`src/design/rmq_sqrt.sv`:
```
// Pipelined restoring integer square root, one root bit per stage.
// Carries a sideband vector in step with the data. No package dependency.
module rmq_sqrt #(
  parameter int unsigned IN_W = 42,
  parameter int unsigned SB_W = 8
) (
  input  logic                     clk_i,
  input  logic                     rst_ni,
  input  logic                     valid_i,
  input  logic [IN_W-1:0]          rad_i,
  input  logic [SB_W-1:0]          sb_i,
  output logic                     valid_o,
  output logic [(IN_W+1)/2-1:0]    root_o,
  output logic [SB_W-1:0]          sb_o
);

  localparam int unsigned RootW = (IN_W + 1) / 2;
  localparam int unsigned XW    = 2 * RootW;

  logic               vld_q  [RootW];
  logic [XW-1:0]      x_q    [RootW];
  logic [RootW+1:0]   rem_q  [RootW];
  logic [RootW-1:0]   root_q [RootW];
  logic [SB_W-1:0]    sb_q   [RootW];

  logic               v_in    [RootW];
  logic [XW-1:0]      x_in    [RootW];
  logic [RootW+1:0]   rem_in  [RootW];
  logic [RootW-1:0]   root_in [RootW];
  logic [SB_W-1:0]    sb_in   [RootW];

  for (genvar s = 0; s < RootW; s++) begin : g_step
    logic [RootW+1:0] rem_sh;
    logic [RootW+1:0] trial;
    logic [RootW+1:0] rem_nx;
    logic             ge;

    if (s == 0) begin : g_first
      assign v_in[s]    = valid_i;
      assign x_in[s]    = XW'(rad_i);
      assign rem_in[s]  = '0;
      assign root_in[s] = '0;
      assign sb_in[s]   = sb_i;
    end else begin : g_next
      assign v_in[s]    = vld_q[s-1];
      assign x_in[s]    = x_q[s-1];
      assign rem_in[s]  = rem_q[s-1];
      assign root_in[s] = root_q[s-1];
      assign sb_in[s]   = sb_q[s-1];
    end

    // Bring down two radicand bits and try the next root bit
    assign rem_sh = {rem_in[s][RootW-1:0], x_in[s][XW-1 -: 2]};
    assign trial  = {root_in[s], 2'b01};
    assign ge     = rem_sh >= trial;
    assign rem_nx = ge ? (rem_sh - trial) : rem_sh;

    always_ff @(posedge clk_i or negedge rst_ni) begin
      if (!rst_ni) begin
        vld_q[s] <= 1'b0;
      end else begin
        vld_q[s] <= v_in[s];
      end
    end

    always_ff @(posedge clk_i) begin
      x_q[s]    <= x_in[s] << 2;
      rem_q[s]  <= rem_nx;
      root_q[s] <= {root_in[s][RootW-2:0], ge};
      sb_q[s]   <= sb_in[s];
    end
  end

  assign valid_o = vld_q[RootW-1];
  assign root_o  = root_q[RootW-1];
  assign sb_o    = sb_q[RootW-1];

endmodule

```
`config.mk`:
```
export PLATFORM = sky130hd
export DESIGN_NAME = rmq_sqrt
export DESIGN_NICKNAME = d
export VERILOG_FILES = /design/src/design/rmq_sqrt.sv
export SDC_FILE = /design/constraint.sdc
export NUM_CORES = 2
export LEC_CHECK = 0
export ABC_AREA = 1
export BUFFER_PORTS_ARGS = -buffer_cell sky130_fd_sc_hd__buf_4
export CAP_MARGIN = 20
export CORE_MARGIN = 2
export CORE_UTILIZATION = 58
export DETAILED_ROUTE_END_ITERATION = 7
export GPL_TIMING_DRIVEN = 1
export HOLD_SLACK_MARGIN = 0.02
export PLACE_DENSITY = 0.74
export SYNTH_ARGS = -nofsm -noshare
export SYNTH_HDL_FRONTEND = slang
export SYNTH_SLANG_ARGS = --single-unit
```
`constraint.sdc`:
```
create_clock -name clk_i -period 3.1 [get_ports clk_i]
set_input_delay 0.31 -clock clk_i [delete_from_list [all_inputs] [get_ports clk_i]]
set_output_delay 0.31 -clock clk_i [all_outputs]
set_load 0.02 [all_outputs]
```
==> impl_summary.log <==
INFO  metric worst_ep_required_time = 3.74 ns
INFO  metric status = finished, final reports clean
INFO  metric drt-pass1-iter-count = 6
INFO  metric global_route_wire_length_before_repair = 181 mm
INFO  metric whs_endpoint = x_q[0][31]
INFO  metric finalHoldViolCount = 0
INFO  metric ioPinCount = 83
INFO  metric initial_antenna_violation_count = 1
INFO  metric rsz0062_at_grt = false
INFO  metric syn2layout_area_growth = 12.9%
INFO  metric peakVddDrop = 0.000591 V
INFO  metric hpwl = 85.5 mm
INFO  metric slew_of_the_pin_with_the_lowest_slew_margin = 0.932 ns
INFO  metric worst_r2r_path_depth = 11
INFO  metric grtUsageTotal = 26.0%
INFO  metric clock-skew-final = 0.0451 ns
INFO  metric synthesis.area_per_instance = 7.85 sq um
INFO  metric worst_hold_path.num_cells = 2
INFO  metric synth_seq_area_share = 51.1%
INFO  metric final_cell_mix = sky130_fd_sc_hd__nand2_1, sky130_fd_sc_hd__dfxtp_1, sky130_fd_sc_hd__inv_1, sky130_fd_sc_hd__nor2_1, sky130_fd_sc_hd__nand3_1
INFO  metric finalInstanceArea = 54,800 sq um
INFO  metric cts_root_buffer = sky130_fd_sc_hd__clkbuf_16
INFO  metric timing.final.crit_period = 2.60 ns
INFO  metric post_synth_instance_area = 48,600 sq um
INFO  metric placement.cell_area = 50,200 sq um
INFO  metric finalMaxSlewViolations = 0
INFO  metric ys_seq_elements = 1,234
INFO  metric fmaxAchievable = 0.385 GHz
INFO  metric holdCritPathClass = in -> reg
INFO  metric synth_cell_types = 48
INFO  metric grt_pass1_vias = 36,400
INFO  metric slew-limit-headroom = 37.7%
INFO  metric nNetsFinal = 6,697
INFO  metric maximum_number_of_pins_on_one_net_before_global_route_repair = 27
INFO  metric cts.clk_slew.worst_paths = 0.06 ns
INFO  metric final.hold.worst_slack = 0.242 ns
INFO  metric power_density = 842 nW/um^2
INFO  metric filler_cell_count = 6,989
INFO  metric worst_hold_startpoint = rad_i[31]
INFO  metric fp.dieArea = 86,100 sq um
INFO  metric ys.warnings.count = 0
INFO  metric final_antenna_net_count = 0
INFO  metric clock_insertion_delay_worst_skew = 0.71 ns
INFO  metric floorplan.rows = 106
INFO  metric tns = 0 ns
INFO  metric cts-buffers-inserted = 114
INFO  metric maxCapViolations = 0
INFO  metric clk_path_buf_depth = 3
INFO  metric synthesized_netlist_net_count = 6,491
INFO  metric tritoncts = done
INFO  metric cts_setup_buffers = 0
INFO  metric crit_path_start_kind = flop
INFO  metric antenna-diode-count = 0
INFO  metric clock_sinks = 1,234
INFO  metric worst-path-max-fanout = 20
INFO  metric setup.reg_to_reg.worst_slack = 0.50 ns
INFO  metric syn-instance-count = 6,185
INFO  metric cts-resized-gates = 0
INFO  metric dieHeight = 293 microns
INFO  metric residual_drc_count = 0
INFO  metric viasPerCell = 5.02
INFO  metric worst_ep_arrival_time = 3.24 ns
INFO  metric timing.rr.end = rem_q[2][39]
INFO  metric port_buffers = 82
INFO  metric timing.critical_path.to_type = flop
INFO  metric most_common_cell_after_layout_fill_and_taps_aside = sky130_fd_sc_hd__nand2_1
INFO  metric critical_r2r_launch = root_q[2][3]
INFO  metric drt_iter0_drc = 2,555
INFO  metric design.core.area = 83,300 sq um
INFO  metric fin_crit_sh = 83.8%
INFO  metric layout.core_utilization = 65.8%
INFO  metric criticalPathCategory = reg -> reg
INFO  metric route.vias.total = 38,000
INFO  metric overflow = 0
INFO  metric timing.critical_path.from = root_q[2][3]
INFO  metric route.final.wire_length = 112 mm
INFO  metric setup_viol_count_final = 0
INFO  metric power.leakage = 29.0 nW
INFO  metric routedWlPerCell = 14.8 microns
INFO  metric place.gp.congestion = 0.962
INFO  metric htree_levels = 3
INFO  metric post_route_cells_drive_above_1_share = 5.47%
INFO  metric floorplan.die.width = 293 microns
INFO  metric initial_utilization = 58.3%
## cell families after synthesis
family          after synthesis  share of synthesized area, %
simple gates               3079                          26.4
xor+xnor                    160                          2.88
flops                      1234                          51.1
buf+inv                    1025                          8.37
other cells                   1                       0.00772
fa+ha+maj                   253                          6.52
compound gates              433                          4.77
## layer usage
layer / track usage (%) / part of all wire [%] / wire, microns / vias to the layer above
li1: - / - / - / 19600
met1: 32.6 / 43 / 48600 / 17200
met2: 45.7 / 48 / 54000 / 1023
met3: 3.28 / 4.8 / 5400 / 238
met4: 9.54 / 3.4 / 3860 / 0
met5: 0 / 0 / 0 / -
## cell type report
class / count / area, sq um / area share (%)
tap: 1080 / 1350 / 2.47
clock buffer: 150 / 3190 / 5.82
timing repair buffer: 145 / 1220 / 2.23
multi-input combinational: 3926 / 19700 / 35.9
sequential: 1234 / 24800 / 45.3
clock inverter: 63 / 902 / 1.65
inverter: 970 / 3650 / 6.65
## cell usage after synthesis, drive strengths merged
cell       n  share of area [%]
nor3b      2              0.031
xnor2     58                1.0
o211ai     6              0.093
nor3      56               0.62
dfxtp   1213                 50
xor2     102                1.8
nand2   1964                 15
inv      969                7.5
o21ai    162                1.7
o21bai    17               0.26
o21a       3              0.046
a21o       4              0.062
and2       6              0.077
a21oi    236                2.6
nand4     94                1.2
nor4       5              0.077
clkbuf     4              0.039
and3       5              0.064
ha       253                6.5
or2        7              0.090
buf       51               0.83
a31oi      3              0.039
a21boi     2              0.039
nand3    340                3.6
dfrtp     21                1.1
nor2     528                4.2
nand3b    72                1.1
conb       1             0.0077
clkinv     1             0.0077
## per-stage QoR
stage	total power (W)	setup WS, ns	instances
finish	0.0462	0.503	7568
CTS	0.0464	0.555	7568
detailed placement	0.0314	0.563	7301
global route	0.0489	0.269	7568
floorplan	0.0282	1.31	6185
global placement	0.0313	0.591	7301
## worst max-delay path, cell delays in order, from the launching register on
cell	delay [ns]
sky130_fd_sc_hd__dfxtp_1	0.43
sky130_fd_sc_hd__inv_1	0.08
sky130_fd_sc_hd__ha_1	0.34
sky130_fd_sc_hd__nand2_1	0.16
sky130_fd_sc_hd__inv_1	0.07
sky130_fd_sc_hd__a21oi_1	0.13
sky130_fd_sc_hd__nand2_1	0.15
sky130_fd_sc_hd__nand2_1	0.11
sky130_fd_sc_hd__nand4_2	0.35
sky130_fd_sc_hd__inv_2	0.48
sky130_fd_sc_hd__nand2_1	0.10
sky130_fd_sc_hd__nand2_1	0.13
## power by group
group / total, W / switching [W] / leakage, nW / internal, W
Combinational: 0.0110 / 0.00718 / 16.7 / 0.00383
Clock: 0.0148 / 0.00615 / 1.96 / 0.00861
Sequential: 0.0204 / 0.00193 / 10.4 / 0.0185
Total: 0.0462 / 0.0153 / 29.0 / 0.0309
## sequential cells by signal, indices dropped and copies added, names as in the netlist
register / count
rem_q: 394
x_q: 420
root_q: 231
valid_o: 1
v_in: 20
sb_q: 168
## repair_timing
action                                 in CTS  in global routing
endpoints found under the hold margin      73                  0
hold buffers                               54                  0
setup endpoints to repair                   0                  0
## worst max-delay path by stage
stage	to	slack [ns]	cells past startpoint
final	rem_q[2][39]	0.50	11
after global placement	rem_q[2][39]	0.59	11
after detailed placement	rem_q[2][65]	0.56	11
after floorplan	rem_q[0][60]	1.31	11
after CTS	rem_q[2][39]	0.55	11
after global routing	rem_q[2][57]	0.27	11
No activity file was read; power rests on OpenSTA's default activity.
