File: src/design/rmq_pkg.sv
// Shared types, constants and helpers for the rotation matrix to quaternion block.
// Used by rmq_front, rmq_div and rotation_matrix_to_quaternion.
package rmq_pkg;

  // Field and internal widths that follow from the 24-bit payload
  localparam int unsigned FieldW = 24;
  localparam int unsigned NumW   = 25;  // sum or difference of two entries
  localparam int unsigned RadW   = 26;  // positive radicand, in LSBs
  localparam int unsigned AccW   = 27;  // signed three-term accumulator
  localparam int unsigned QuoW   = 24;  // quotient bits before saturation

  localparam logic signed [FieldW-1:0] SatMax = 24'sh7FFFFF;
  localparam logic signed [FieldW-1:0] SatMin = 24'sh800000;

  typedef enum logic [1:0] {
    AXIS_X = 2'd0,
    AXIS_Y = 2'd1,
    AXIS_Z = 2'd2,
    AXIS_W = 2'd3
  } axis_e;

  typedef struct packed {
    logic signed [FieldW-1:0] m00;
    logic signed [FieldW-1:0] m01;
    logic signed [FieldW-1:0] m02;
    logic signed [FieldW-1:0] m10;
    logic signed [FieldW-1:0] m11;
    logic signed [FieldW-1:0] m12;
    logic signed [FieldW-1:0] m20;
    logic signed [FieldW-1:0] m21;
    logic signed [FieldW-1:0] m22;
  } item_t;

  typedef struct packed {
    logic signed [FieldW-1:0] quat_x;
    logic signed [FieldW-1:0] quat_y;
    logic signed [FieldW-1:0] quat_z;
    logic signed [FieldW-1:0] quat_w;
    logic                     degenerate;
  } result_t;

  // Control carried alongside the square root
  typedef struct packed {
    logic                   degenerate;
    axis_e                  main_axis;
    logic signed [NumW-1:0] num0;
    logic signed [NumW-1:0] num1;
    logic signed [NumW-1:0] num2;
  } ctl_t;

  // Control carried alongside divider lane 0
  typedef struct packed {
    logic                     degenerate;
    axis_e                    main_axis;
    logic signed [FieldW-1:0] main_val;
    logic                     neg;
  } lane_sb_t;

  function automatic logic [FieldW-1:0] mag24(input logic signed [FieldW-1:0] a);
    logic [FieldW-1:0] r;
    r = a[FieldW-1] ? (~a + 1'b1) : a;
    return r;
  endfunction

  function automatic logic [NumW-1:0] mag25(input logic signed [NumW-1:0] a);
    logic [NumW-1:0] r;
    r = a[NumW-1] ? (~a + 1'b1) : a;
    return r;
  endfunction

  function automatic logic signed [AccW-1:0] sx27(input logic signed [FieldW-1:0] a);
    logic signed [AccW-1:0] r;
    r = {{(AccW-FieldW){a[FieldW-1]}}, a};
    return r;
  endfunction

  function automatic logic signed [NumW-1:0] sx25(input logic signed [FieldW-1:0] a);
    logic signed [NumW-1:0] r;
    r = {a[FieldW-1], a};
    return r;
  endfunction

  // Sign and saturate one quotient lane
  function automatic logic signed [FieldW-1:0] lane_val(input logic [QuoW-1:0] quo,
                                                        input logic ovf,
                                                        input logic neg);
    logic signed [FieldW-1:0] r;
    if (ovf || quo[QuoW-1]) begin
      r = neg ? SatMin : SatMax;
    end else begin
      r = neg ? -$signed(quo) : $signed(quo);
    end
    return r;
  endfunction

endpackage

File: src/design/rmq_div.sv
// Pipelined restoring divider, one quotient bit per stage, with overflow detect.
// Depends on rmq_pkg for the quotient width.
module rmq_div #(
  parameter int unsigned NUM_W = 42,
  parameter int unsigned DEN_W = 22,
  parameter int unsigned SB_W  = 1
) (
  input  logic                        clk_i,
  input  logic                        rst_ni,
  input  logic                        valid_i,
  input  logic [NUM_W-1:0]            num_i,
  input  logic [DEN_W-1:0]            den_i,
  input  logic [SB_W-1:0]             sb_i,
  output logic                        valid_o,
  output logic [rmq_pkg::QuoW-1:0]    quo_o,
  output logic                        ovf_o,
  output logic [SB_W-1:0]             sb_o
);

  localparam int unsigned QuoW = rmq_pkg::QuoW;
  localparam int unsigned HiW  = NUM_W - QuoW;
  localparam int unsigned CmpW = (HiW > DEN_W) ? HiW : DEN_W;

  // Entry stage: the quotient fits in QuoW bits only if num >> QuoW < den
  logic [CmpW-1:0]  hi_d;
  logic             v0_q;
  logic             ovf0_q;
  logic [DEN_W-1:0] rem0_q;
  logic [QuoW-1:0]  n0_q;
  logic [DEN_W-1:0] d0_q;
  logic [SB_W-1:0]  sb0_q;

  assign hi_d = CmpW'(num_i[NUM_W-1:QuoW]);

  always_ff @(posedge clk_i or negedge rst_ni) begin
    if (!rst_ni) begin
      v0_q <= 1'b0;
    end else begin
      v0_q <= valid_i;
    end
  end

  always_ff @(posedge clk_i) begin
    ovf0_q <= hi_d >= CmpW'(den_i);
    rem0_q <= hi_d[DEN_W-1:0];
    n0_q   <= num_i[QuoW-1:0];
    d0_q   <= den_i;
    sb0_q  <= sb_i;
  end

  logic             vld_q [QuoW];
  logic             ovf_q [QuoW];
  logic [DEN_W-1:0] rem_q [QuoW];
  logic [QuoW-1:0]  n_q   [QuoW];
  logic [QuoW-1:0]  q_q   [QuoW];
  logic [DEN_W-1:0] d_q   [QuoW];
  logic [SB_W-1:0]  sb_q  [QuoW];

  logic             v_in   [QuoW];
  logic             ovf_in [QuoW];
  logic [DEN_W-1:0] rem_in [QuoW];
  logic [QuoW-1:0]  n_in   [QuoW];
  logic [QuoW-1:0]  q_in   [QuoW];
  logic [DEN_W-1:0] d_in   [QuoW];
  logic [SB_W-1:0]  sb_in  [QuoW];

  for (genvar s = 0; s < QuoW; s++) begin : g_step
    logic [DEN_W:0] rem_sh;
    logic [DEN_W:0] rem_sub;
    logic           ge;

    if (s == 0) begin : g_first
      assign v_in[s]   = v0_q;
      assign ovf_in[s] = ovf0_q;
      assign rem_in[s] = rem0_q;
      assign n_in[s]   = n0_q;
      assign q_in[s]   = '0;
      assign d_in[s]   = d0_q;
      assign sb_in[s]  = sb0_q;
    end else begin : g_next
      assign v_in[s]   = vld_q[s-1];
      assign ovf_in[s] = ovf_q[s-1];
      assign rem_in[s] = rem_q[s-1];
      assign n_in[s]   = n_q[s-1];
      assign q_in[s]   = q_q[s-1];
      assign d_in[s]   = d_q[s-1];
      assign sb_in[s]  = sb_q[s-1];
    end

    // Shift in the next dividend bit, subtract when it fits
    assign rem_sh  = {rem_in[s], n_in[s][QuoW-1]};
    assign ge      = rem_sh >= {1'b0, d_in[s]};
    assign rem_sub = rem_sh - {1'b0, d_in[s]};

    always_ff @(posedge clk_i or negedge rst_ni) begin
      if (!rst_ni) begin
        vld_q[s] <= 1'b0;
      end else begin
        vld_q[s] <= v_in[s];
      end
    end

    always_ff @(posedge clk_i) begin
      ovf_q[s] <= ovf_in[s];
      rem_q[s] <= ge ? rem_sub[DEN_W-1:0] : rem_sh[DEN_W-1:0];
      n_q[s]   <= n_in[s] << 1;
      q_q[s]   <= {q_in[s][QuoW-2:0], ge};
      d_q[s]   <= d_in[s];
      sb_q[s]  <= sb_in[s];
    end
  end

  assign valid_o = vld_q[QuoW-1];
  assign quo_o   = q_q[QuoW-1];
  assign ovf_o   = ovf_q[QuoW-1];
  assign sb_o    = sb_q[QuoW-1];

endmodule

File: config.mk
export PLATFORM = sky130hd
export DESIGN_NAME = rmq_div
export DESIGN_NICKNAME = d
export VERILOG_FILES = /design/src/design/rmq_pkg.sv /design/src/design/rmq_div.sv
export SDC_FILE = /design/constraint.sdc
export NUM_CORES = 2
export LEC_CHECK = 0
export BUFFER_PORTS_ARGS = -buffer_cell sky130_fd_sc_hd__buf_2
export CAP_MARGIN = 5
export CORE_MARGIN = 3
export CORE_UTILIZATION = 25
export CTS_CLUSTER_SIZE = 24
export DETAILED_ROUTE_END_ITERATION = 12
export PLACE_DENSITY = 0.44
export SYNTH_ARGS = -nofsm -noshare
export SYNTH_HDL_FRONTEND = slang
export SYNTH_SLANG_ARGS = --single-unit
File: constraint.sdc
create_clock -name clk_i -period 7.1 [get_ports clk_i]
set_input_delay 0.71 -clock clk_i [delete_from_list [all_inputs] [get_ports clk_i]]
set_output_delay 0.71 -clock clk_i [all_outputs]
set_load 0.05 [all_outputs]
==> run metrics <==
worst slew pin tran 1.22 ns; Post-synth EDFFs 0; cell area after layout 79,400 sq um; via count of the routed design 43,965; first-pass GRT wire length 235,000 um; crit end category flip-flop; post-DP HPWL 112,000 um; fmax 0.249 GHz; Peak VDD IR 0.224 mV; min cycle time layout 4.02 ns; setup_tns 0 ns; clk slew on worst S/H paths 0.06 ns; Commonest cells post-synth dfxtp_1, inv_1, ha_1; Post-synth top flop dfxtp_1; FP Rows 189; post-synth top area share 0.508; cell-internal power 26.5 mW; largest area contributor in the netlist dfxtp_1; top-count cell post-synth dfxtp_1; Switching Fraction 0.344; Cell variety after synth 96; cts repair resizes 0; grt total ovfl 0; post-synthesis sequential area ratio 0.518; CTS sink count 1,727; Num CTS Buffers 204; Post-CTS Setup Bufs 0; H-Tree Depth 4; Mapped Area 67,000 sq um; post-route ant nets 0; clk root buf clkbuf_16; largest net degree at the start of global routing 41; RSZ-0062 raised after global routing no; worst clock skew 0.0910 ns; Die X 524 um; Max-slew headroom 0.187; Critical Path RT 7.76 ns; Reg power frac 0.333; critical path fanouts, max 23; Ports 95; final wirelength 147,000 um; DR vias/cell 4.26; asr flop ratio synth 0.0145; Setup-failing EPs final 0; Final Hold Viols 0; R2R Setup Slk 3.08 ns; total track usage 0.105; synthesis-stage register bit count 1,727; buffers added on ports 94; nets 7,251; cells after synthesis 6,321; clk_lat worst skew 0.86 ns; WL/cell 14.3 um; area delta synth->final 18.4%; Core Box Area 266,000 sq um; PwrDens 508 nW/um^2; Final Max Slew Viols 0; syn_nets 6,955; TritonRoute pass-1 iters 5; initial antenna violation count 1; crit start category flip-flop; leakage 35.6 nW; Starting Density 0.252; Final GP Congestion 0.858; max_cap viols 0; vias in the first global route 45,747; DRC 0; Iter 0 DRT Violations 1,602; crit path DAT 4.68 ns; Sw Pwr 13.9 mW; period utilization 0.566; die area 274,000 sq um; dpl cell area 71,700 sq um; Synth area leaders dfxtp_1, ha_1, mux2_2; yosys warns 0; Avg Inst Size Synth 10.6 sq um; critical path type flip-flop to flip-flop; min-delay worst type flip-flop to flip-flop; run status finished, final reports clean; clock power share 0.264; Die Ht 524 um; CTS Buffer Depth 4; Comb power frac 0.403; CTS tree done; layout cells sized above 1 0.130
per-layer routing:
layer	vias to the layer above	GRT usage	part of all wire
li1	22370	-	-
met1	20529	0.104	0.38
met2	666	0.204	0.53
met3	400	0.0198	0.035
met4	0	0.0572	0.056
met5	-	0	0
critical path, stage by stage, from the launching register on:
cell,delay (ns)
dfxtp_1,0.34
inv_1,0.05
ha_1,0.34
and3_1,0.25
nor2b_1,0.17
o21ai_0,0.51
and4_1,0.38
nor2_1,0.10
o21ai_1,0.14
buf_4,0.21
and2_1,0.90
mux2_2,0.43
power groups by stage:
stage,clock network [mW],registers [mW],logic [mW]
5_1_grt,11.5,13.7,18.1
6_report,10.7,13.4,16.3
3_3_place_gp,0,13.7,16.1
2_1_floorplan,0,13.4,12.8
3_5_place_dp,0,13.7,16.2
4_1_cts,11.2,13.5,16.4
cell type report:
class                           instances  area (sq um)
Antenna cell                            1          2.50
Clock buffer                          289          5910
Tap cell                             3533          4420
Timing Repair Buffer                  188          1340
Fill cell                           27167        187000
Inverter                              714          2680
Clock inverter                         80          1050
Multi-Input combinational cell       3782         29300
Sequential cell                      1727         34700
stage by stage:
step	setup WS, ns	hold slack, ns	std cells	util	total power [mW]
2_1_floorplan	4.09	0.310	6321	-	26.1
3_3_place_gp	3.05	0.310	9876	0.270	29.8
3_5_place_dp	3.15	0.312	9877	0.270	29.9
4_1_cts	3.09	0.250	10313	0.298	41.1
5_1_grt	2.90	0.276	10314	0.298	43.3
6_report	3.08	0.257	10314	0.298	40.3
state kept, by name, summed over array words and instances (netlist names), 22 cells and up:
| signal | cells |
|---|---|
| d_q | 506 |
| rem_q | 506 |
| q_q | 300 |
| n_q | 276 |
| n0_q | 24 |
| ovf_q | 24 |
| sb_q | 24 |
| v_in | 23 |
| d0_q | 22 |
cells in the final DEF, fill, tap and decap left out, types with 17 or more instances in the layout:
cell type,netlist,routed
dfxtp_1,1702,1702
inv_1,712,712
ha_1,543,543
a21oi_1,496,495
mux2_2,341,341
nor2_1,322,322
xnor2_1,273,273
a21o_1,235,235
nand2_1,220,220
o21ai_0,215,213
clkbuf_16,0,204
xor2_1,136,136
buf_2,29,95
nand3_1,84,84
o21bai_1,77,77
dlygate4sd3_1,0,67
nand4_1,59,59
nor3_1,59,58
nor2b_1,55,55
o21a_1,51,51
clkbuf_8,0,49
nand2b_1,44,44
and3_1,41,41
a211oi_1,40,40
a31oi_1,37,37
clkbuf_1,59,36
clkinv_2,0,36
mux2i_1,29,29
o31ai_1,28,28
buf_4,6,26
a211o_1,25,25
dfrtp_1,25,25
nor4_1,24,24
fa_1,23,23
or2_2,20,20
bufinv_16,0,18
and2_1,17,17
timing repair:
item                                    4_1_cts  5_1_grt
endpoints found under the setup margin        0        0
hold buffers                                 67        0
hold endpoints to repair                     91        0
path summary, 6_finish.rpt:
kind                       cells past startpoint   startpoint            end
setup / recovery                              11  d_q[0][140]  rem_q[0][170]
hold / removal                                 0   q_q[15][1]     q_q[16][2]
setup reg to reg                              11  d_q[0][140]  rem_q[0][170]
hold reg to reg                                0   q_q[15][1]     q_q[16][2]
max in group asynchronous                      2       rst_ni       v_in[15]
min in group asynchronous                      2       rst_ni        v_in[7]
cells by family (layout without fill, tap and decap cells):
group / count (synthesis) / in the layout / synth area share
buf+inv: 812 / 1271 / 0.0469
fa+ha+maj: 566 / 566 / 0.108
xor+xnor: 409 / 409 / 0.0534
mux: 387 / 387 / 0.0654
compound gates: 1394 / 1394 / 0.133
other cells: 0 / 1 / 0
flops: 1727 / 1727 / 0.518
simple gates: 1026 / 1026 / 0.0751
Power figures use the tool's default switching activity.
