<file path="config.mk">
export PLATFORM = sky130hd
export DESIGN_NAME = rmq_front
export DESIGN_NICKNAME = d
export VERILOG_FILES = /design/src/design/rmq_pkg.sv /design/src/design/rmq_front.sv
export SDC_FILE = /design/constraint.sdc
export NUM_CORES = 2
export LEC_CHECK = 0
export ABC_AREA = 1
export BUFFER_PORTS_ARGS = -buffer_cell sky130_fd_sc_hd__buf_2
export CAP_MARGIN = 0
export CORE_AREA = 10 10 298 300
export CTS_CLUSTER_SIZE = 40
export DETAILED_ROUTE_END_ITERATION = 10
export DIE_AREA = 0 0 308 310
export HOLD_SLACK_MARGIN = 0.08
export PLACE_DENSITY = 0.67
export SLEW_MARGIN = 20
export SYNTH_ARGS = -nofsm -noshare
export SYNTH_HDL_FRONTEND = slang
export SYNTH_SLANG_ARGS = --single-unit
</file>
<file path="constraint.sdc">
create_clock -name clk_i -period 3.78 [get_ports clk_i]
set_input_delay 0.189 -clock clk_i [delete_from_list [all_inputs] [get_ports clk_i]]
set_output_delay 0.189 -clock clk_i [all_outputs]
set_load 0.02 [all_outputs]
</file>
<file path="src/design/rmq_pkg.sv">
// Shared types, constants and helpers for the rotation matrix to quaternion block.
// Used by rmq_front, rmq_div and rotation_matrix_to_quaternion.
package rmq_pkg;

  // Field and internal widths that follow from the 24-bit payload
  localparam int unsigned FieldW = 24;
  localparam int unsigned NumW   = 25;  // sum or difference of two entries
  localparam int unsigned RadW   = 26;  // positive radicand, in LSBs
  localparam int unsigned AccW   = 27;  // signed three-term accumulator
  localparam int unsigned QuoW   = 24;  // quotient bits before saturation

  localparam logic signed [FieldW-1:0] SatMax = 24'sh7FFFFF;
  localparam logic signed [FieldW-1:0] SatMin = 24'sh800000;

  typedef enum logic [1:0] {
    AXIS_X = 2'd0,
    AXIS_Y = 2'd1,
    AXIS_Z = 2'd2,
    AXIS_W = 2'd3
  } axis_e;

  typedef struct packed {
    logic signed [FieldW-1:0] m00;
    logic signed [FieldW-1:0] m01;
    logic signed [FieldW-1:0] m02;
    logic signed [FieldW-1:0] m10;
    logic signed [FieldW-1:0] m11;
    logic signed [FieldW-1:0] m12;
    logic signed [FieldW-1:0] m20;
    logic signed [FieldW-1:0] m21;
    logic signed [FieldW-1:0] m22;
  } item_t;

  typedef struct packed {
    logic signed [FieldW-1:0] quat_x;
    logic signed [FieldW-1:0] quat_y;
    logic signed [FieldW-1:0] quat_z;
    logic signed [FieldW-1:0] quat_w;
    logic                     degenerate;
  } result_t;

  // Control carried alongside the square root
  typedef struct packed {
    logic                   degenerate;
    axis_e                  main_axis;
    logic signed [NumW-1:0] num0;
    logic signed [NumW-1:0] num1;
    logic signed [NumW-1:0] num2;
  } ctl_t;

  // Control carried alongside divider lane 0
  typedef struct packed {
    logic                     degenerate;
    axis_e                    main_axis;
    logic signed [FieldW-1:0] main_val;
    logic                     neg;
  } lane_sb_t;

  function automatic logic [FieldW-1:0] mag24(input logic signed [FieldW-1:0] a);
    logic [FieldW-1:0] r;
    r = a[FieldW-1] ? (~a + 1'b1) : a;
    return r;
  endfunction

  function automatic logic [NumW-1:0] mag25(input logic signed [NumW-1:0] a);
    logic [NumW-1:0] r;
    r = a[NumW-1] ? (~a + 1'b1) : a;
    return r;
  endfunction

  function automatic logic signed [AccW-1:0] sx27(input logic signed [FieldW-1:0] a);
    logic signed [AccW-1:0] r;
    r = {{(AccW-FieldW){a[FieldW-1]}}, a};
    return r;
  endfunction

  function automatic logic signed [NumW-1:0] sx25(input logic signed [FieldW-1:0] a);
    logic signed [NumW-1:0] r;
    r = {a[FieldW-1], a};
    return r;
  endfunction

  // Sign and saturate one quotient lane
  function automatic logic signed [FieldW-1:0] lane_val(input logic [QuoW-1:0] quo,
                                                        input logic ovf,
                                                        input logic neg);
    logic signed [FieldW-1:0] r;
    if (ovf || quo[QuoW-1]) begin
      r = neg ? SatMin : SatMax;
    end else begin
      r = neg ? -$signed(quo) : $signed(quo);
    end
    return r;
  endfunction

endpackage

</file>
<file path="src/design/rmq_front.sv">
// Front end: near-zero row check, trace, branch pick, radicand and numerators.
// Depends on rmq_pkg.
module rmq_front #(
  parameter int unsigned FRAC_BITS = 16
) (
  input  logic                         clk_i,
  input  logic                         rst_ni,
  input  logic                         valid_i,
  input  rmq_pkg::item_t               item_i,
  input  logic [15:0]                  tol_i,
  output logic                         valid_o,
  output logic [rmq_pkg::RadW-1:0]     rad_o,
  output rmq_pkg::ctl_t                ctl_o
);

  localparam int unsigned AccW = rmq_pkg::AccW;
  localparam logic signed [AccW-1:0] One = AccW'(64'd1 << FRAC_BITS);

  // Stage B registers
  logic                   vb_q;
  rmq_pkg::item_t         mb_q;
  logic                   degb_q;
  logic                   trpos_q;
  logic [rmq_pkg::RadW-1:0] trrad_q;
  rmq_pkg::axis_e         axis_q;

  logic                   deg_d;
  logic                   trpos_d;
  logic signed [AccW-1:0] tr_d;
  logic signed [AccW-1:0] trone_d;
  rmq_pkg::axis_e         axis_d;
  logic signed [rmq_pkg::FieldW-1:0] dmax_d;

  function automatic logic row_zero(input logic signed [23:0] a, input logic signed [23:0] b,
                                    input logic signed [23:0] c, input logic [15:0] t);
    logic [23:0] tw;
    tw = {8'd0, t};
    return (rmq_pkg::mag24(a) <= tw) && (rmq_pkg::mag24(b) <= tw) &&
           (rmq_pkg::mag24(c) <= tw);
  endfunction

  // Check rows, sum the trace, pick the largest diagonal entry
  always_comb begin
    deg_d = row_zero(item_i.m00, item_i.m01, item_i.m02, tol_i) ||
            row_zero(item_i.m10, item_i.m11, item_i.m12, tol_i) ||
            row_zero(item_i.m20, item_i.m21, item_i.m22, tol_i);
    tr_d = rmq_pkg::sx27(item_i.m00) + rmq_pkg::sx27(item_i.m11) +
           rmq_pkg::sx27(item_i.m22);
    trpos_d = !tr_d[AccW-1] && (tr_d != '0);
    trone_d = tr_d + One;
    axis_d = rmq_pkg::AXIS_X;
    dmax_d = item_i.m00;
    if (item_i.m11 > item_i.m00) begin
      axis_d = rmq_pkg::AXIS_Y;
      dmax_d = item_i.m11;
    end
    if (item_i.m22 > dmax_d) begin
      axis_d = rmq_pkg::AXIS_Z;
    end
  end

  always_ff @(posedge clk_i or negedge rst_ni) begin
    if (!rst_ni) begin
      vb_q <= 1'b0;
    end else begin
      vb_q <= valid_i;
    end
  end

  always_ff @(posedge clk_i) begin
    mb_q    <= item_i;
    degb_q  <= deg_d;
    trpos_q <= trpos_d;
    trrad_q <= trone_d[rmq_pkg::RadW-1:0];
    axis_q  <= axis_d;
  end

  // Stage C: radicand and the three numerators of the chosen branch
  logic signed [AccW-1:0]          a_d;
  logic [rmq_pkg::RadW-1:0]        rad_d;
  rmq_pkg::ctl_t                   ctl_d;
  logic                            vc_q;
  logic [rmq_pkg::RadW-1:0]        rad_q;
  rmq_pkg::ctl_t                   ctl_q;

  always_comb begin
    ctl_d.degenerate = degb_q;
    ctl_d.main_axis  = axis_q;
    case (axis_q)
      rmq_pkg::AXIS_Y: begin
        a_d = rmq_pkg::sx27(mb_q.m11) - rmq_pkg::sx27(mb_q.m22) -
              rmq_pkg::sx27(mb_q.m00) + One;
        ctl_d.num0 = rmq_pkg::sx25(mb_q.m20) - rmq_pkg::sx25(mb_q.m02);
        ctl_d.num1 = rmq_pkg::sx25(mb_q.m12) + rmq_pkg::sx25(mb_q.m21);
        ctl_d.num2 = rmq_pkg::sx25(mb_q.m10) + rmq_pkg::sx25(mb_q.m01);
      end
      rmq_pkg::AXIS_Z: begin
        a_d = rmq_pkg::sx27(mb_q.m22) - rmq_pkg::sx27(mb_q.m00) -
              rmq_pkg::sx27(mb_q.m11) + One;
        ctl_d.num0 = rmq_pkg::sx25(mb_q.m01) - rmq_pkg::sx25(mb_q.m10);
        ctl_d.num1 = rmq_pkg::sx25(mb_q.m20) + rmq_pkg::sx25(mb_q.m02);
        ctl_d.num2 = rmq_pkg::sx25(mb_q.m21) + rmq_pkg::sx25(mb_q.m12);
      end
      default: begin
        a_d = rmq_pkg::sx27(mb_q.m00) - rmq_pkg::sx27(mb_q.m11) -
              rmq_pkg::sx27(mb_q.m22) + One;
        ctl_d.num0 = rmq_pkg::sx25(mb_q.m12) - rmq_pkg::sx25(mb_q.m21);
        ctl_d.num1 = rmq_pkg::sx25(mb_q.m01) + rmq_pkg::sx25(mb_q.m10);
        ctl_d.num2 = rmq_pkg::sx25(mb_q.m02) + rmq_pkg::sx25(mb_q.m20);
      end
    endcase
    // clamp a nonpositive radicand to one LSB
    if (a_d < AccW'(1)) begin
      a_d = AccW'(1);
    end
    rad_d = a_d[rmq_pkg::RadW-1:0];
    if (trpos_q) begin
      rad_d            = trrad_q;
      ctl_d.main_axis  = rmq_pkg::AXIS_W;
      ctl_d.num0 = rmq_pkg::sx25(mb_q.m12) - rmq_pkg::sx25(mb_q.m21);
      ctl_d.num1 = rmq_pkg::sx25(mb_q.m20) - rmq_pkg::sx25(mb_q.m02);
      ctl_d.num2 = rmq_pkg::sx25(mb_q.m01) - rmq_pkg::sx25(mb_q.m10);
    end
    if (degb_q) begin
      rad_d           = rmq_pkg::RadW'(1);
      ctl_d.main_axis = rmq_pkg::AXIS_W;
    end
  end

  always_ff @(posedge clk_i or negedge rst_ni) begin
    if (!rst_ni) begin
      vc_q <= 1'b0;
    end else begin
      vc_q <= vb_q;
    end
  end

  always_ff @(posedge clk_i) begin
    rad_q <= rad_d;
    ctl_q <= ctl_d;
  end

  assign valid_o = vc_q;
  assign rad_o   = rad_q;
  assign ctl_o   = ctl_q;

endmodule

</file>
==> results.py <==
metrics = {
    "run_status": {
        "outcome": "complete, but fails checks",
        "failed_checks": "negative setup slack",
    },
    "sta": {
        "finClkSkew_ns": 0.02471,
        "finalHoldViolations": 0,
        "rsz0062_at_grt": "true",
        "relSlewSlack_pct": 34.34,
        "report.final.slew_viol_count": 0,
        "tightestPinTransition_ns": 0.9746,
        "setup_violations": 24,
        "worst_slack_ns": -0.1896,
        "min_period_ns": 3.970,
        "fin_crit_sh_pct": 105.0,
        "max_freq_mhz": 251.9,
    },
    "worst_setup_path": {
        "worstPathRequired_ns": 4.31,
        "slowest_delay_ns": 0.54,
        "crit_type": "reg -> reg",
        "crit_top_cell": "buf_4",
        "cp-start-kind": "register",
        "slowest_stage": "fa_1",
        "cp.arrival_ns": 4.50,
        "cp_max_fo": 3,
        "cp-end-kind": "register",
    },
    "floorplanning": {
        "dieWidth_um": 308,
        "die_y_um": 310,
        "pin_count": 340,
        "die_area_mm2": 0.09548,
        "core_area_mm2": 0.08289,
        "initial_core_util_pct": 44.41,
        "core.rowCount": 106,
    },
    "synth": {
        "netlist_instances": 5313,
        "netlist-cell-type-count": 72,
        "post_synth_fa_ha_maj_area_fraction_pct": 23.34,
        "synth.avg_cell_area_um2": 6.928,
        "synth_xor_area_share_pct": 6.995,
        "netlist_area_mm2": 0.03681,
        "synth-simple-area-share_pct": 26.74,
        "syn-num-nets": 6171,
        "synth_seq_area_share_pct": 19.17,
        "yosysWarnings": 0,
        "ys_async_sr_fraction_pct": 0.5682,
        "synth_mux_area_share_pct": 0.02719,
        "synth-seq-cells": 352,
        "synth_top_family_by_area": "simple AND/OR/NAND/NOR gates",
        "synth_ff_type": "dfxtp_1",
        "synth_compound_area_share_pct": 14.07,
        "synth_edf_count": 0,
    },
    "place": {
        "gp_congestion": 1.028,
        "preCtsSetupSlack_ns": -0.4276,
        "numPortBuffers": 339,
        "hpwlAfterDp_mm": 131.8,
        "placed_area_mm2": 0.04163,
    },
    "layout": {
        "regArea_mm2": 0.007072,
        "drive_gt1_share_pct": 17.93,
        "nets": 6989,
        "syn_to_final_growth_pct": 27.43,
        "multi_input_area_mm2": 0.02740,
        "fin_util_pct": 56.59,
        "final_area_mm2": 0.04691,
        "fillerInstances": 7894,
    },
    "power_and_ir_drop": {
        "peakVddDrop_v": 0.0004157,
        "power.density_mw_per_mm2": 517.2,
        "leakage_nw": 23.54,
    },
    "global_route": {
        "antenna_found_initial": 18,
        "grt_use_total_pct": 32.26,
        "grt_pass1_wl_mm": 233.9,
        "grt_max_degree": 64,
        "grt_pass1_vias": 37560,
        "grt_overflow_total": 0,
    },
    "clocking": {
        "worstSkewPairLatency_ns": 0.61,
        "cts.sinks": 352,
        "cts_tree": "yes",
        "cts_buffers": 42,
        "cts_buffer_depth": 3,
        "cts-htree-levels": 2,
        "cts-root-buf": "clkbuf_16",
        "path_clk_slew_ns": 0.06,
    },
    "drt": {
        "drc": 0,
        "num_vias": 40510,
        "drt_wl_total_mm": 160.9,
        "initialDrtViolationCount": 5159,
        "dr.pass1.iters": 8,
        "viasPerCell": 5.587,
        "antenna_left": 0,
        "wl_per_cell_um": 22.19,
    },
    "worst_hold_path": {
        "hp-class": "in -> reg",
    },
    "run": {
        "drv_cap": 0,
    },
}
## kinds of logic (layout without fill, tap and decap cells)
group,Yosys count,after routing
DFF,352,352
AOI/OAI and AO/OA,874,874
buffers and inverters,922,1773
adders and majority gates,623,623
other,0,7
xor gates and xnor gates,294,294
and+or+nand+nor,2247,2247
muxes,1,1
## layout make-up
class	count	share of cell area [%]
diodes	7	0.03735
inverters	792	6.349
clock buffers	49	2.385
well taps	1080	2.881
repair buffers	904	14.16
clock inverters	28	0.6936
flip-flops and latches	352	15.08
multi-input cells	4039	58.42
## flip-flops by register name, indices dropped and copies added, names as in the netlist
| signal | flops |
|---|---|
| trpos_q | 1 |
| axis_q | 2 |
| trrad_q | 26 |
| mb_q | 216 |
| vb_q | 1 |
| degb_q | 1 |
| rad_o | 26 |
| valid_o | 1 |
| ctl_o | 78 |
## final timing paths
kind | from | to | slack, ns | depth (start not counted)
min reg2reg | vb_q$_DFF_PN0_ | valid_o$_DFF_PN0_ | 0.36 | 0
min | item_i[97] | trrad_q[1]$_DFF_P_ | 0.19 | 3
min in group asynchronous | rst_ni | vb_q$_DFF_PN0_ | 0.46 | 3
max reg2reg | mb_q[2]$_DFF_P_ | rad_o[3]$_SDFF_PP0_ | -0.19 | 26
max in group asynchronous | rst_ni | valid_o$_DFF_PN0_ | 3.20 | 3
max | mb_q[2]$_DFF_P_ | rad_o[3]$_SDFF_PP0_ | -0.19 | 26
## layer usage
metal  GRT usage (%)  up-vias  part of all wire [%]
met5               0        -                 0.037
met4           10.24       10                   3.7
met3           8.938      335                    12
met2           46.02     2242                    40
met1           46.16    18770                    44
li1                -    19150                     -
## placed cells by master, fill, tap and decap left out, drive strengths merged, types with 19 or more instances in the layout
| master | count |
|---|---|
| dfxtp | 350 |
| or2 | 25 |
| a221oi | 19 |
| nand2 | 1092 |
| o21ai | 256 |
| xnor2 | 58 |
| nor2 | 452 |
| dlygate4sd3 | 219 |
| ha | 517 |
| nand4 | 85 |
| nor3 | 103 |
| nand3 | 413 |
| xor2 | 236 |
| a211oi | 21 |
| clkbuf | 50 |
| nand3b | 29 |
| inv | 791 |
| o21bai | 31 |
| nor4 | 36 |
| buf | 684 |
| fa | 106 |
| a21oi | 369 |
| a31oi | 35 |
| a21o | 23 |
## worst max-delay path, delay by kind of cell, from the launching register on
kind / cells / cell delay [ns]
buf+inv: 16 / 1.72
simple gates: 5 / 0.37
fa+ha+maj: 4 / 1.39
compound gates: 1 / 0.11
flops: 1 / 0.33
## Yosys cell counts, types with 85 or more instances
| cell type | instances | area [um2] |
|---|---|---|
| a21oi_1 | 340 | 1702 |
| dfxtp_1 | 350 | 7007 |
| fa_1 | 106 | 2122 |
| ha_1 | 517 | 6469 |
| inv_1 | 770 | 2890 |
| nand2_1 | 1085 | 4073 |
| nand3_1 | 389 | 1947 |
| nand4_1 | 85 | 531.8 |
| nor2_1 | 445 | 1670 |
| nor3_1 | 90 | 450.4 |
| o21ai_0 | 220 | 1101 |
| xor2_1 | 236 | 2067 |
## what timing repair did
action / in CTS / in global routing
buffers inserted: 18 / 15
cloned: 4 / 0
endpoints found under the setup margin: 26 / 31
hold buffers: 219 / 0
resized for setup: 95 / 173
pin swaps: 13 / 41
hold endpoints to repair: 219 / 0
## power by group
part / total, mW / switching (mW) / internal (mW) / leakage, nW
sequential: 4.97 / 0.399 / 4.57 / 2.98
clock: 4.36 / 1.86 / 2.50 / 0.694
combinational: 14.9 / 9.43 / 5.50 / 19.9
## per-stage QoR
step           total power, mW  hold WS, ns  std cells  TNS [ns]
4_1_cts                  23.27       0.1882       7229   -0.7132
3_3_place_gp             17.78     -0.02631       6911    -5.154
5_1_grt                  25.53       0.2143       7247    -7.828
2_1_floorplan            12.75      -0.1066       5313         0
3_5_place_dp             17.88     -0.02389       6911    -6.306
6_report                 24.26       0.1922       7251    -3.021
(Power assumes the default switching activity.)
